==> config.mk <==
export PLATFORM = sky130hd
export DESIGN_NAME = character_lcd_bus_controller_core
export DESIGN_NICKNAME = d
export VERILOG_FILES = /design/src/sv/clcd_pkg.sv /design/src/sv/clcd_ram.sv /design/src/sv/character_lcd_bus_controller_core.sv
export SDC_FILE = /design/constraint.sdc
export NUM_CORES = 2
export LEC_CHECK = 0
export BUFFER_PORTS_ARGS = -buffer_cell sky130_fd_sc_hd__buf_2
export CORE_MARGIN = 2
export CORE_UTILIZATION = 55
export CTS_CLUSTER_SIZE = 40
export DETAILED_ROUTE_END_ITERATION = 8
export GPL_ROUTABILITY_DRIVEN = 0
export PLACE_DENSITY = 0.81
export SYNTH_ARGS = -nofsm -noshare
export SYNTH_HDL_FRONTEND = slang
export SYNTH_SLANG_ARGS = --single-unit
==> constraint.sdc <==
create_clock -name i_clk -period 5.9 [get_ports i_clk]
set_clock_uncertainty 0.05 [all_clocks]
set_input_delay 1.18 -clock i_clk [delete_from_list [all_inputs] [get_ports i_clk]]
set_output_delay 1.18 -clock i_clk [all_outputs]
set_load 0.02 [all_outputs]
==> src/sv/clcd_pkg.sv <==
// ---------------------------------------------------------------------------
// clcd_pkg
// shared types and constants of the character lcd bus controller
// ---------------------------------------------------------------------------
package clcd_pkg;

    localparam int DDRAM_DEPTH = 128;
    localparam int CGRAM_DEPTH = 64;

    localparam logic [1:0] OP_WRITE = 2'd0;
    localparam logic [1:0] OP_READ  = 2'd1;
    localparam logic [1:0] OP_TIMER = 2'd2;
    localparam logic [1:0] OP_FETCH = 2'd3;

    localparam logic [1:0] DELAY_NONE  = 2'd0;
    localparam logic [1:0] DELAY_SHORT = 2'd1;
    localparam logic [1:0] DELAY_LONG  = 2'd2;

    localparam logic [7:0] SPACE_CHAR = 8'h20;

    typedef enum logic [2:0] {
        ST_CLEAR,
        ST_IDLE,
        ST_READ,
        ST_OUT,
        ST_WIPE
    } t_state;

endpackage

==> src/sv/clcd_ram.sv <==
// ---------------------------------------------------------------------------
// clcd_ram
// generic single port ram with registered read
// ---------------------------------------------------------------------------
module clcd_ram #(
    parameter int WIDTH = 8,
    parameter int DEPTH = 128
) (
    input  logic                     i_clk,
    input  logic                     i_we,
    input  logic [$clog2(DEPTH)-1:0] i_addr,
    input  logic [WIDTH-1:0]         i_wdata,
    output logic [WIDTH-1:0]         o_rdata
);

    logic [WIDTH-1:0] r_mem [DEPTH];
    logic [WIDTH-1:0] r_rdata;

    always_ff @(posedge i_clk) begin
        if (i_we) begin
            r_mem[i_addr] <= i_wdata;
        end
        r_rdata <= r_mem[i_addr];
    end

    assign o_rdata = r_rdata;

endmodule

==> src/sv/character_lcd_bus_controller_core.sv <==
// ---------------------------------------------------------------------------
// character_lcd_bus_controller_core
// bus side of a character lcd controller with ddram and cgram
// ---------------------------------------------------------------------------
// Each input word is one bus access, a busy timer expiry or a display
// fetch and gives one output word. Data writes and data reads pass three
// steps from the accepting edge to a valid output word: ram address,
// registered ram read or write back with cursor step, output; other items
// skip the middle step, and a clear command first fills the ddram. The
// input is ready again in the cycle after the output word is taken, so no
// new item is taken while one is in flight. After reset and after a clear
// command the ddram is filled with spaces, one entry per cycle, while no
// input word is taken. The output register holds a result until taken.
module character_lcd_bus_controller_core #(
    parameter int DDRAM_DEPTH = clcd_pkg::DDRAM_DEPTH,
    parameter int CGRAM_DEPTH = clcd_pkg::CGRAM_DEPTH
) (
    input  logic        i_clk,
    input  logic        i_rst_n,
    input  logic        s_axis_tvalid,
    output logic        s_axis_tready,
    // op[1:0], reg_select[2], bus_data[10:3], fetch_addr[17:11],
    // fetch_cgram[18], zero fill
    input  logic [23:0] s_axis_tdata,
    output logic        m_axis_tvalid,
    input  logic        m_axis_tready,
    // read_pins[7:0], busy_res[8], delay_code[10:9], timer_cancel[11],
    // write_rejected[12], fetch_data[20:13], display_on[21], cursor_on[22],
    // blink_on[23], four_bit_mode[24], two_line[25], zero fill
    output logic [31:0] m_axis_tdata
);

    localparam int DA = $clog2(DDRAM_DEPTH);
    localparam int CA = $clog2(CGRAM_DEPTH);

    clcd_pkg::t_state r_state, n_state;

    logic [1:0]  w_op;
    logic        w_rs;
    logic [7:0]  w_bus;
    logic [6:0]  w_faddr;
    logic        w_fcg;

    logic [DA-1:0] r_dd_cur, n_dd_cur;
    logic [CA-1:0] r_cg_cur, n_cg_cur;
    logic        r_cg_sel, n_cg_sel;
    logic [7:0]  r_wlatch, n_wlatch;
    logic [7:0]  r_rlatch, n_rlatch;
    logic        r_nib, n_nib;
    logic        r_busy, n_busy;
    logic [9:0]  r_flags, n_flags;
    logic [DA-1:0] r_wipe, n_wipe;

    // pending item
    logic [1:0]  r_op, n_op;
    logic        r_fcg, n_fcg;
    logic        r_use_cg, n_use_cg;
    logic [1:0]  r_delay, n_delay;
    logic        r_cancel, n_cancel;
    logic        r_rej, n_rej;

    logic [31:0] r_out, n_out;
    logic        r_ovalid, n_ovalid;

    logic          dd_we, cg_we;
    logic [DA-1:0] dd_addr;
    logic [CA-1:0] cg_addr;
    logic [7:0]    dd_wdata, dd_rdata, cg_rdata;

    clcd_ram #(.WIDTH(8), .DEPTH(DDRAM_DEPTH)) u_ddram (
        .i_clk(i_clk), .i_we(dd_we), .i_addr(dd_addr),
        .i_wdata(dd_wdata), .o_rdata(dd_rdata)
    );

    clcd_ram #(.WIDTH(8), .DEPTH(CGRAM_DEPTH)) u_cgram (
        .i_clk(i_clk), .i_we(cg_we), .i_addr(cg_addr),
        .i_wdata(r_wlatch), .o_rdata(cg_rdata)
    );

    assign w_op    = s_axis_tdata[1:0];
    assign w_rs    = s_axis_tdata[2];
    assign w_bus   = s_axis_tdata[10:3];
    assign w_faddr = s_axis_tdata[17:11];
    assign w_fcg   = s_axis_tdata[18];

    assign s_axis_tready = (r_state == clcd_pkg::ST_IDLE) && !r_ovalid;
    assign m_axis_tvalid = r_ovalid;
    assign m_axis_tdata  = r_out;

    function automatic logic [DA-1:0] dd_step(input logic [DA-1:0] c, input logic inc);
        logic [DA-1:0] v;
        if (inc) begin
            if (c == DA'(8'h67)) v = '0;
            else if (c == DA'(8'h27)) v = DA'(8'h40);
            else v = c + 1'b1;
        end else begin
            if (c == '0) v = DA'(8'h67);
            else if (c == DA'(8'h40)) v = DA'(8'h27);
            else v = c - 1'b1;
        end
        return v;
    endfunction

    always_ff @(posedge i_clk) begin
        if (!i_rst_n) begin
            r_state  <= clcd_pkg::ST_CLEAR;
            r_dd_cur <= '0;
            r_cg_cur <= '0;
            r_cg_sel <= 1'b0;
            r_wlatch <= '0;
            r_rlatch <= '0;
            r_nib    <= 1'b0;
            r_busy   <= 1'b0;
            r_flags  <= '0;
            r_wipe   <= '0;
            r_ovalid <= 1'b0;
        end else begin
            r_state  <= n_state;
            r_dd_cur <= n_dd_cur;
            r_cg_cur <= n_cg_cur;
            r_cg_sel <= n_cg_sel;
            r_wlatch <= n_wlatch;
            r_rlatch <= n_rlatch;
            r_nib    <= n_nib;
            r_busy   <= n_busy;
            r_flags  <= n_flags;
            r_wipe   <= n_wipe;
            r_ovalid <= n_ovalid;
        end
        r_op     <= n_op;
        r_fcg    <= n_fcg;
        r_use_cg <= n_use_cg;
        r_delay  <= n_delay;
        r_cancel <= n_cancel;
        r_rej    <= n_rej;
        r_out    <= n_out;
    end

    always_comb begin
        logic [7:0] b;
        logic [6:0] a;
        logic [7:0] fetched;
        logic       four;
        n_state  = r_state;
        n_dd_cur = r_dd_cur;
        n_cg_cur = r_cg_cur;
        n_cg_sel = r_cg_sel;
        n_wlatch = r_wlatch;
        n_rlatch = r_rlatch;
        n_nib    = r_nib;
        n_busy   = r_busy;
        n_flags  = r_flags;
        n_wipe   = r_wipe;
        n_op     = r_op;
        n_fcg    = r_fcg;
        n_use_cg = r_use_cg;
        n_delay  = r_delay;
        n_cancel = r_cancel;
        n_rej    = r_rej;
        n_out    = r_out;
        n_ovalid = r_ovalid;
        dd_we    = 1'b0;
        cg_we    = 1'b0;
        dd_addr  = r_dd_cur;
        cg_addr  = r_cg_cur;
        dd_wdata = r_wlatch;
        b        = '0;
        a        = '0;
        fetched  = '0;
        four     = !r_flags[9];
        if (r_ovalid && m_axis_tready) begin
            n_ovalid = 1'b0;
        end
        unique case (r_state)
            clcd_pkg::ST_CLEAR, clcd_pkg::ST_WIPE: begin
                dd_we    = 1'b1;
                dd_addr  = r_wipe;
                dd_wdata = clcd_pkg::SPACE_CHAR;
                n_wipe   = r_wipe + 1'b1;
                if (r_wipe == DA'(DDRAM_DEPTH - 1)) begin
                    n_state = (r_state == clcd_pkg::ST_WIPE) ? clcd_pkg::ST_OUT
                                                             : clcd_pkg::ST_IDLE;
                end
            end
            clcd_pkg::ST_IDLE: begin
                if (s_axis_tvalid && s_axis_tready) begin
                    n_op     = w_op;
                    n_fcg    = w_fcg;
                    n_use_cg = 1'b0;
                    n_delay  = clcd_pkg::DELAY_NONE;
                    n_cancel = 1'b0;
                    n_rej    = 1'b0;
                    n_state  = clcd_pkg::ST_OUT;
                    unique case (w_op)
                        clcd_pkg::OP_WRITE: begin
                            if (r_busy) begin
                                n_rej = 1'b1;
                            end else begin
                                if (four) begin
                                    if (r_nib) b = {r_wlatch[7:4], w_bus[7:4]};
                                    else b = {w_bus[7:4], r_wlatch[3:0]};
                                    n_nib = !r_nib;
                                end else begin
                                    b = w_bus;
                                end
                                n_wlatch = b;
                                if (!four || r_nib) begin
                                    if (w_rs) begin
                                        n_delay  = clcd_pkg::DELAY_SHORT;
                                        n_use_cg = r_cg_sel;
                                        n_state  = clcd_pkg::ST_READ;
                                    end else begin
                                        n_delay = clcd_pkg::DELAY_SHORT;
                                        priority if (b[7]) begin
                                            n_dd_cur = b[DA-1:0];
                                            n_cg_sel = 1'b0;
                                        end else if (b[6]) begin
                                            n_cg_sel = 1'b1;
                                            n_cg_cur = b[CA-1:0];
                                        end else if (b[5]) begin
                                            n_flags[9] = b[4];
                                            n_flags[8] = b[3];
                                            n_flags[7] = b[2];
                                            if (!four && !b[4]) n_nib = 1'b0;
                                        end else if (b[4]) begin
                                            n_flags[5] = b[2];
                                            n_flags[6] = b[3];
                                        end else if (b[3]) begin
                                            n_flags[4] = b[2];
                                            n_flags[3] = b[1];
                                            n_flags[2] = b[0];
                                        end else if (b[2]) begin
                                            n_flags[1] = b[1];
                                            n_flags[0] = b[0];
                                        end else if (b[1]) begin
                                            n_dd_cur = '0;
                                            n_cg_cur = '0;
                                            n_cg_sel = 1'b0;
                                            n_delay  = clcd_pkg::DELAY_LONG;
                                        end else if (b[0]) begin
                                            n_dd_cur = '0;
                                            n_cg_cur = '0;
                                            n_cg_sel = 1'b0;
                                            n_delay  = clcd_pkg::DELAY_LONG;
                                            n_wipe   = '0;
                                            n_state  = clcd_pkg::ST_WIPE;
                                        end else begin
                                            n_delay = clcd_pkg::DELAY_NONE;
                                        end
                                    end
                                end
                            end
                        end
                        clcd_pkg::OP_READ: begin
                            if (four && r_nib) begin
                                n_rlatch = {r_rlatch[3:0], 4'h0};
                                n_nib    = 1'b0;
                            end else begin
                                if (four) n_nib = 1'b1;
                                if (w_rs) begin
                                    n_delay  = clcd_pkg::DELAY_SHORT;
                                    n_use_cg = r_cg_sel;
                                    n_state  = clcd_pkg::ST_READ;
                                end else begin
                                    a = (r_dd_cur < 7'd80) ? r_dd_cur : r_dd_cur - 7'd64;
                                    n_rlatch = {r_busy, a};
                                    n_busy   = 1'b0;
                                    n_cancel = 1'b1;
                                end
                            end
                        end
                        clcd_pkg::OP_TIMER: begin
                            n_busy = 1'b0;
                        end
                        clcd_pkg::OP_FETCH: begin
                            // ram data at the fetch address is valid in the output cycle
                            dd_addr  = w_faddr[DA-1:0];
                            cg_addr  = w_faddr[CA-1:0];
                        end
                        default: ;
                    endcase
                end
            end
            clcd_pkg::ST_READ: begin
                // ram data of the access is valid now; apply write or latch read data, and step cursor
                n_state = clcd_pkg::ST_OUT;
                if (r_op != clcd_pkg::OP_FETCH) begin
                    if (r_op == clcd_pkg::OP_WRITE) begin
                        dd_we = !r_use_cg;
                        cg_we = r_use_cg;
                    end else if (r_use_cg) begin
                        n_rlatch = cg_rdata;
                    end else begin
                        n_rlatch = dd_rdata;
                    end
                    if (r_use_cg) begin
                        n_cg_cur = r_flags[1] ? r_cg_cur + 1'b1 : r_cg_cur - 1'b1;
                    end else begin
                        n_dd_cur = dd_step(r_dd_cur, r_flags[1]);
                    end
                end
            end
            clcd_pkg::ST_OUT: begin
                fetched = '0;
                if (r_op == clcd_pkg::OP_FETCH) begin
                    fetched = r_fcg ? cg_rdata : dd_rdata;
                end
                n_busy = (r_delay != clcd_pkg::DELAY_NONE) ? 1'b1 : r_busy;
                n_out = {6'd0, r_flags[8], !r_flags[9], r_flags[2], r_flags[3],
                         r_flags[4], fetched, r_rej, r_cancel, r_delay, n_busy,
                         r_rlatch};
                n_ovalid = 1'b1;
                n_state  = clcd_pkg::ST_IDLE;
            end
            default: n_state = clcd_pkg::ST_IDLE;
        endcase
    end

`ifndef NO_ASSERTIONS
    a_busy_reject: assert property (@(posedge i_clk) disable iff (!i_rst_n)
        (m_axis_tvalid && m_axis_tdata[12]) |-> m_axis_tdata[8])
        else $error("rejected write without busy");
    a_delay_busy: assert property (@(posedge i_clk) disable iff (!i_rst_n)
        (m_axis_tvalid && m_axis_tdata[10:9] != clcd_pkg::DELAY_NONE) |-> m_axis_tdata[8])
        else $error("timer started without busy");
    a_no_accept_out: assert property (@(posedge i_clk) disable iff (!i_rst_n)
        r_ovalid |-> !s_axis_tready)
        else $error("input taken while output pending");
`endif

endmodule

==> Word level (Yosys, flattened, before mapping) <==
Memory sizes are Yosys's and may differ from the RTL's. A register that Yosys moved wholly into a read port is not among the register bits.
Index checks and enable logic that the tools add are counted.
{ "totals": {"reg_bits": 85, "mem_bits_rw": 1536, "output_inout_bits": 34, "memories": 2} }
{ "op_classes": {"addsub": 6, "order_cmp": 1, "eq_ne": 53, "mux": 150, "n_bitwise": 8, "n_reduce_logical": 37} }
{ "mem_list": {"columns": ["memory", "depth", "word_bits", "read_ports", "rd_ports_with_merged_regs", "write_ports", "line", "rtl"], "rows": [
  ["u_ddram.r_mem", 128, 8, 1, 1, 1, "clcd_ram.sv:16", "logic [WIDTH-1:0] r_mem [DEPTH];"],
  ["u_cgram.r_mem", 64, 8, 1, 1, 1, "clcd_ram.sv:16", null]
]} }
{ "ops": {"columns": ["operator", "count"], "rows": [
  ["2-to-1 mux 7 bit", 35],
  ["2-to-1 mux 8 bit", 15],
  ["2-to-1 mux 6 bit", 19],
  ["2-to-1 mux 1 bit", 43],
  ["case mux 7 bit (2 select lines)", 3],
  ["AND reduction 14 bit", 3],
  ["2-to-1 mux 3 bit", 13],
  ["!= test 2 bit (second input constant)", 16],
  ["!= test 3 x 2 -> 1 bit (second input constant)", 10],
  ["2-to-1 mux 2 bit", 12],
  ["AND reduction 11 bit", 2],
  ["equality test 7 bit (second input constant)", 3],
  ["case mux 8 bit (2 select lines)", 1],
  ["!= test 3 x 1 -> 1 bit (second input constant)", 5],
  ["adder 7 x 1 -> 7 bit (second input constant)", 2],
  ["case mux 6 bit (2 select lines)", 1],
  ["AND reduction 12 bit", 1],
  ["nonzero test 2 bit", 6],
  ["!= test 2 x 1 -> 1 bit (second input constant)", 5],
  ["case mux 1 bit (2 select lines)", 5],
  ["AND reduction 5 bit", 2],
  ["!= test 3 bit (second input constant)", 3],
  ["case mux 3 bit (3 select lines)", 1],
  ["AND reduction 9 bit", 1],
  ["other kinds (26)", 48]
]} }

==> Depth between registers and ports, before layout <==
{ "logic_depth": {"ltp_word": 20, "depth_mapped": 15} }

==> Hierarchy <==
From an unflattened synthesis, not the netlist that was laid out.
{ "hier_totals": {"hier_cells": 4173, "area_unflattened_um2": 65346.4} }
{ "by_module_without_submodules": {"columns": ["module", "instances", "cells_per_inst", "area_per_inst_um2", "seq_area_each_um2"], "rows": [
  ["clcd_ram (u_ddram)", 1, 2467, 40425.0, 30909.6],
  ["clcd_ram (u_cgram)", 1, 1170, 20002.9, 15534.9],
  ["character_lcd_bus_controller_core", 1, 536, 4918.5, 2001.9]
]} }

==> Worst setup path before layout <==
No wires, ideal clock.
{ "synth_timing": {"path_kind": "register to register", "startpoint": "register r_wlatch[3]", "endpoint": "memory u_ddram.r_mem[0][3] (data pin)", "t_arrival_ns": 4.241, "t_required_ns": 5.052, "path_slack_ns": 0.811, "stages_incl_launch_ff": 3, "n_path_buf": 0, "cell_sequence": "dfxtp_1 inv_1 nor2_1"} }
{ "synth_between": {"elab_chain_cells": 1} }
{ "synth_rtl": {"columns": ["element", "line", "rtl"], "rows": [
  ["from (decl)", "character_lcd_bus_controller_core.sv:47", "logic [7:0] r_wlatch, n_wlatch;"],
  ["from (signal assigned)", "character_lcd_bus_controller_core.sv:122", "r_wlatch <= n_wlatch;"],
  ["2-to-1 mux 8 bit", "character_lcd_bus_controller_core.sv:174", "unique case (r_state)"],
  ["named net dd_wdata[3]", "character_lcd_bus_controller_core.sv:68", "logic [7:0] dd_wdata, dd_rdata, cg_rdata;"],
  ["to (decl)", "clcd_ram.sv:16", null]
]} }
The timed path passes the listed nets, and every way through them passes these cells.

==> Worst setup path after layout <==
{ "layout_timing": {"startpoint": "register r_ovalid, in the netlist m_axis_tvalid", "endpoint": "register u_cgram.r_rdata[2], in the netlist u_cgram.o_rdata[2], read port of u_cgram.r_mem"} }
{ "layout_between": {"elab_chain_cells": 5} }
{ "layout_rtl": {"columns": ["element", "line", "rtl"], "rows": [
  ["from (decl)", "character_lcd_bus_controller_core.sv:63", "logic r_ovalid, n_ovalid;"],
  ["from (signal assigned)", "character_lcd_bus_controller_core.sv:128", "r_ovalid <= n_ovalid;"],
  ["logical NOT 1 bit", "character_lcd_bus_controller_core.sv:86", "assign s_axis_tready = (r_state == clcd_pkg::ST_IDLE) && !r_ovalid;"],
  ["logical AND 1 bit", "character_lcd_bus_controller_core.sv:86", null],
  ["logical AND 1 bit", "character_lcd_bus_controller_core.sv:186", "if (s_axis_tvalid && s_axis_tready) begin"],
  ["2-to-1 mux 6 bit", "character_lcd_bus_controller_core.sv:186", null],
  ["2-to-1 mux 6 bit", "character_lcd_bus_controller_core.sv:174", null],
  ["to (decl)", "clcd_ram.sv:17", "logic [WIDTH-1:0] r_rdata;"]
]} }
No other way between the ends.
A chain may end at the register's enable or synchronous reset.

==> metrics list <==
* Sequential share of the synthesized area: 75.8%
- CP required: 6.44 ns
- Across the VDD grid, the largest voltage drop is 0.322 mV.
* Count of flip-flops with a built-in enable after synthesis: 1570
- Tracing the worst setup path back leads to its startpoint at m_axis_tvalid.
- Number of global-route vias before repair: 36400
- The count of buffers added on input and output ports is 50.
- The initial utilization of the core area, before any placement, comes to 55.2%.
- Post-cts hold buffer count: 0
- The worst path uses 80.7% of the clock period.
* Clock tree root driver cell: clkbuf_16
- Post-Synthesis Cell Area: 63900 sq um
- Count of final max-slew check failures: 0
- Vertical die dimension: 345 microns
- Dividing total power by cell area gives a power density of 323 nW/um^2.
- Top post-synthesis cells by count: 1570 x edfxtp_1, 323 x a22oi_1, 311 x nand2_1
* Global-route wire length before repair: 235 mm
* Leakage Power: 0.0244 uW
- Wires add up to 160 mm.
- For hold timing, the worst endpoint is m_axis_tdata[11].
- Worst R2R Setup Slack: 1.14 ns
- Antenna Violating Nets Remaining: 0
- Share of post-route cells with drive strength above 1: 16.7%
- Relative to the synthesized area, the layout overhead comes to 12.3%.
* DP Area: 66700 sq um
- Clock-pin transition on the worst setup and hold timing paths: 0.07 ns
- The floorplan step set the die width to 345 microns.
* Cell taking the most area after synthesis: edfxtp_1
* Number of warnings issued by yosys: 0
- Synth async-reset ratio: 0%
- Capture point of the worst reg-to-reg path: u_cgram.o_rdata[2]
- Setup total negative slack on the finished layout was measured at 0 ns.
- The final layout contains 4058 nets.
- Final Cell Area: 71800 sq um
* Origin of the critical flop-to-flop path: m_axis_tvalid
- Starting DRT DRC Count: 6280
- The core region is 116000 sq um.
- Max-cap violations in this run came to 0.
* Most instantiated flip-flop cell in the synthesis netlist: edfxtp_1
- Post-route setup slack: 1.14 ns
- The floorplan has 125 rows.
- CP Max Fanout: 30
* Total CTS buffers: 156
- Worst-Skew Late Latency: 0.78 ns
- Global-route usage over all layers: 26.7%
- Worst min-delay path startpoint: r_cancel
- Entering global routing, the biggest net connects 140 pins.
* Boundary pin count: 62
- The average instance in the mapped netlist occupies 16.6 sq um.
- In the final routed layout, each cell accounts on average for 28.2 microns.
* Count of different cell masters after synthesis: 79
- Critical path start-end classification: flop to flop
* Dominant cell by count in the synthesized netlist: edfxtp_1
- Arrival time of the worst setup path: 5.30 ns
* DPL Wire Length: 91.8 mm
* Number of cells on the worst reg-to-reg path: 9
- DRC: 0
- Share of the synthesized area in the top cell type: 73.7%
- Vias per cell: 6.69
- Worst hold slack: 0.375 ns
* Final setup violation count: 0
- The worst setup path is launched from a flop.
- In this run, post-CTS repair resized a total of 0 instances.
- The final route contains 38000 vias.
* Hold Path Class: flop to flop
- GRT overflow: 0
- Overall die area: 119000 sq um
* Highest achievable clock rate: 210 MHz
* Element type at the critical path end: flop
* Clock tree from TritonCTS: yes
* Slew at the pin closest to its max-slew limit: 1.20 ns
* Antenna violations before repair: 3
* Cell types occupying the most area after synthesis: edfxtp_1 74%, mux4_2 4.8%, a22oi_1 3.8%
- CTS max path bufs: 3
- The clock period could shrink to 4.76 ns.
- Run status: finished clean
- The H-tree was split into 4 levels.
- Drt first pass iters: 8
- Buffers added to address setup during post-CTS repair amount to 0.
- Unrepaired setup endpoints after global routing: false
* Number of stages on the worst hold path: 0
- Hold violation total from the final report: 0
- The clock drives 1635 sinks.
- Counting flops and latches in the post-synthesis netlist gives 1635.
- Before CTS, the worst setup slack after placement is 0.702 ns.
* Worst relative slew slack: 19.7%
* Number of standard cells after synthesis: 3859
## sequential cells by signal, summed over array words and instances (netlist names), 3 cells and up
register	cells
m_axis_tdata	26
r_cg_cur	6
r_dd_cur	7
r_flags	6
r_rlatch	8
r_state	3
r_wipe	7
r_wlatch	8
u_cgram.o_rdata	8
u_cgram.r_mem	512
u_ddram.o_rdata	8
u_ddram.r_mem	1024
## metal layers
metal  up-vias  track usage, %  share of wire [%]
met4         6            10.6                4.2
met2      2938            42.7                 48
met5         -               0              0.026
met1     18800            36.4                 36
met3       470            5.55                 12
li1      15700               -                  -
## how the worst max path moves through the flow
stage	to	slack (ns)
after floorplan	u_ddram.r_mem[0][3]	0.81
after global placement	u_cgram.r_mem[27][1]	0.84
after detailed placement	u_cgram.r_mem[27][1]	0.70
after CTS	u_cgram.r_mem[43][4]	1.37
after global routing	u_cgram.o_rdata[2]	1.01
final	u_cgram.o_rdata[2]	1.14
## power by group
group,switching (uW),internal (uW),leakage (uW)
registers,25.5,12500,0.0170
logic,433,203,0.00491
clock network,4320,5650,0.00248
## area by class of cell
type / count / area (sq um)
clock inverter: 81 / 793
fill: 7558 / 44000
sequential: 1635 / 48500
timing repair buffer: 250 / 1950
clock buffer: 199 / 4300
antenna: 6 / 15.0
tap: 1524 / 1910
multi-input combinational: 1959 / 14300
inverter: 18 / 67.6
## critical path: stages (launching register included)
cell and delay, ns:
dfxtp_1 0.40, or4b_4 0.62, nor2_4 0.54, mux2i_1 0.69, nor2_4 0.35, buf_12 0.29, a22oi_1 0.21, a41oi_1 0.21
nor4_1 1.03, nand3_1 0.16
## placed cells by master, fill, tap and decap left out, types with 18 or more instances in the layout
cell | netlist | final
buf_4 | 25 | 184
nand2b_1 | 19 | 18
buf_2 | 93 | 50
o21ai_0 | 31 | 31
edfxtp_1 | 1570 | 1570
mux4_2 | 135 | 135
nand2_1 | 311 | 311
nor2_1 | 281 | 273
nand3_1 | 258 | 258
clkbuf_1 | 90 | 29
mux2i_1 | 86 | 86
mux2_2 | 20 | 20
a21oi_1 | 50 | 50
a32oi_1 | 50 | 50
clkinv_2 | 0 | 22
clkinv_1 | 0 | 29
a211oi_1 | 19 | 19
a41oi_1 | 49 | 49
o211ai_1 | 51 | 51
nand4_1 | 59 | 59
a22oi_1 | 323 | 323
clkbuf_16 | 0 | 164
dfxtp_1 | 65 | 57
## metrics by stage
step	util [%]	power (uW)	instances
after global placement	57.6	13400	5386
after CTS	62.0	23200	5666
after global routing	62.0	23700	5666
final	62.0	23200	5672
after floorplan	-	13200	3864
after detailed placement	57.6	13400	5386
## logic make-up (layout without fill, tap and decap cells)
family / Yosys count / in the layout / share of synthesized area, %
and+or+nand+nor: 1035 / 1035 / 7.47
buffers and inverters: 270 / 548 / 2.17
DFF: 1635 / 1635 / 75.8
AOI/OAI and AO/OA: 648 / 648 / 7.64
xor gates and xnor gates: 18 / 18 / 0.247
other: 1 / 12 / 0.00587
muxes: 242 / 242 / 6.48
adders and majority gates: 10 / 10 / 0.207
Note: power is estimated with default switching activity, not from simulation.
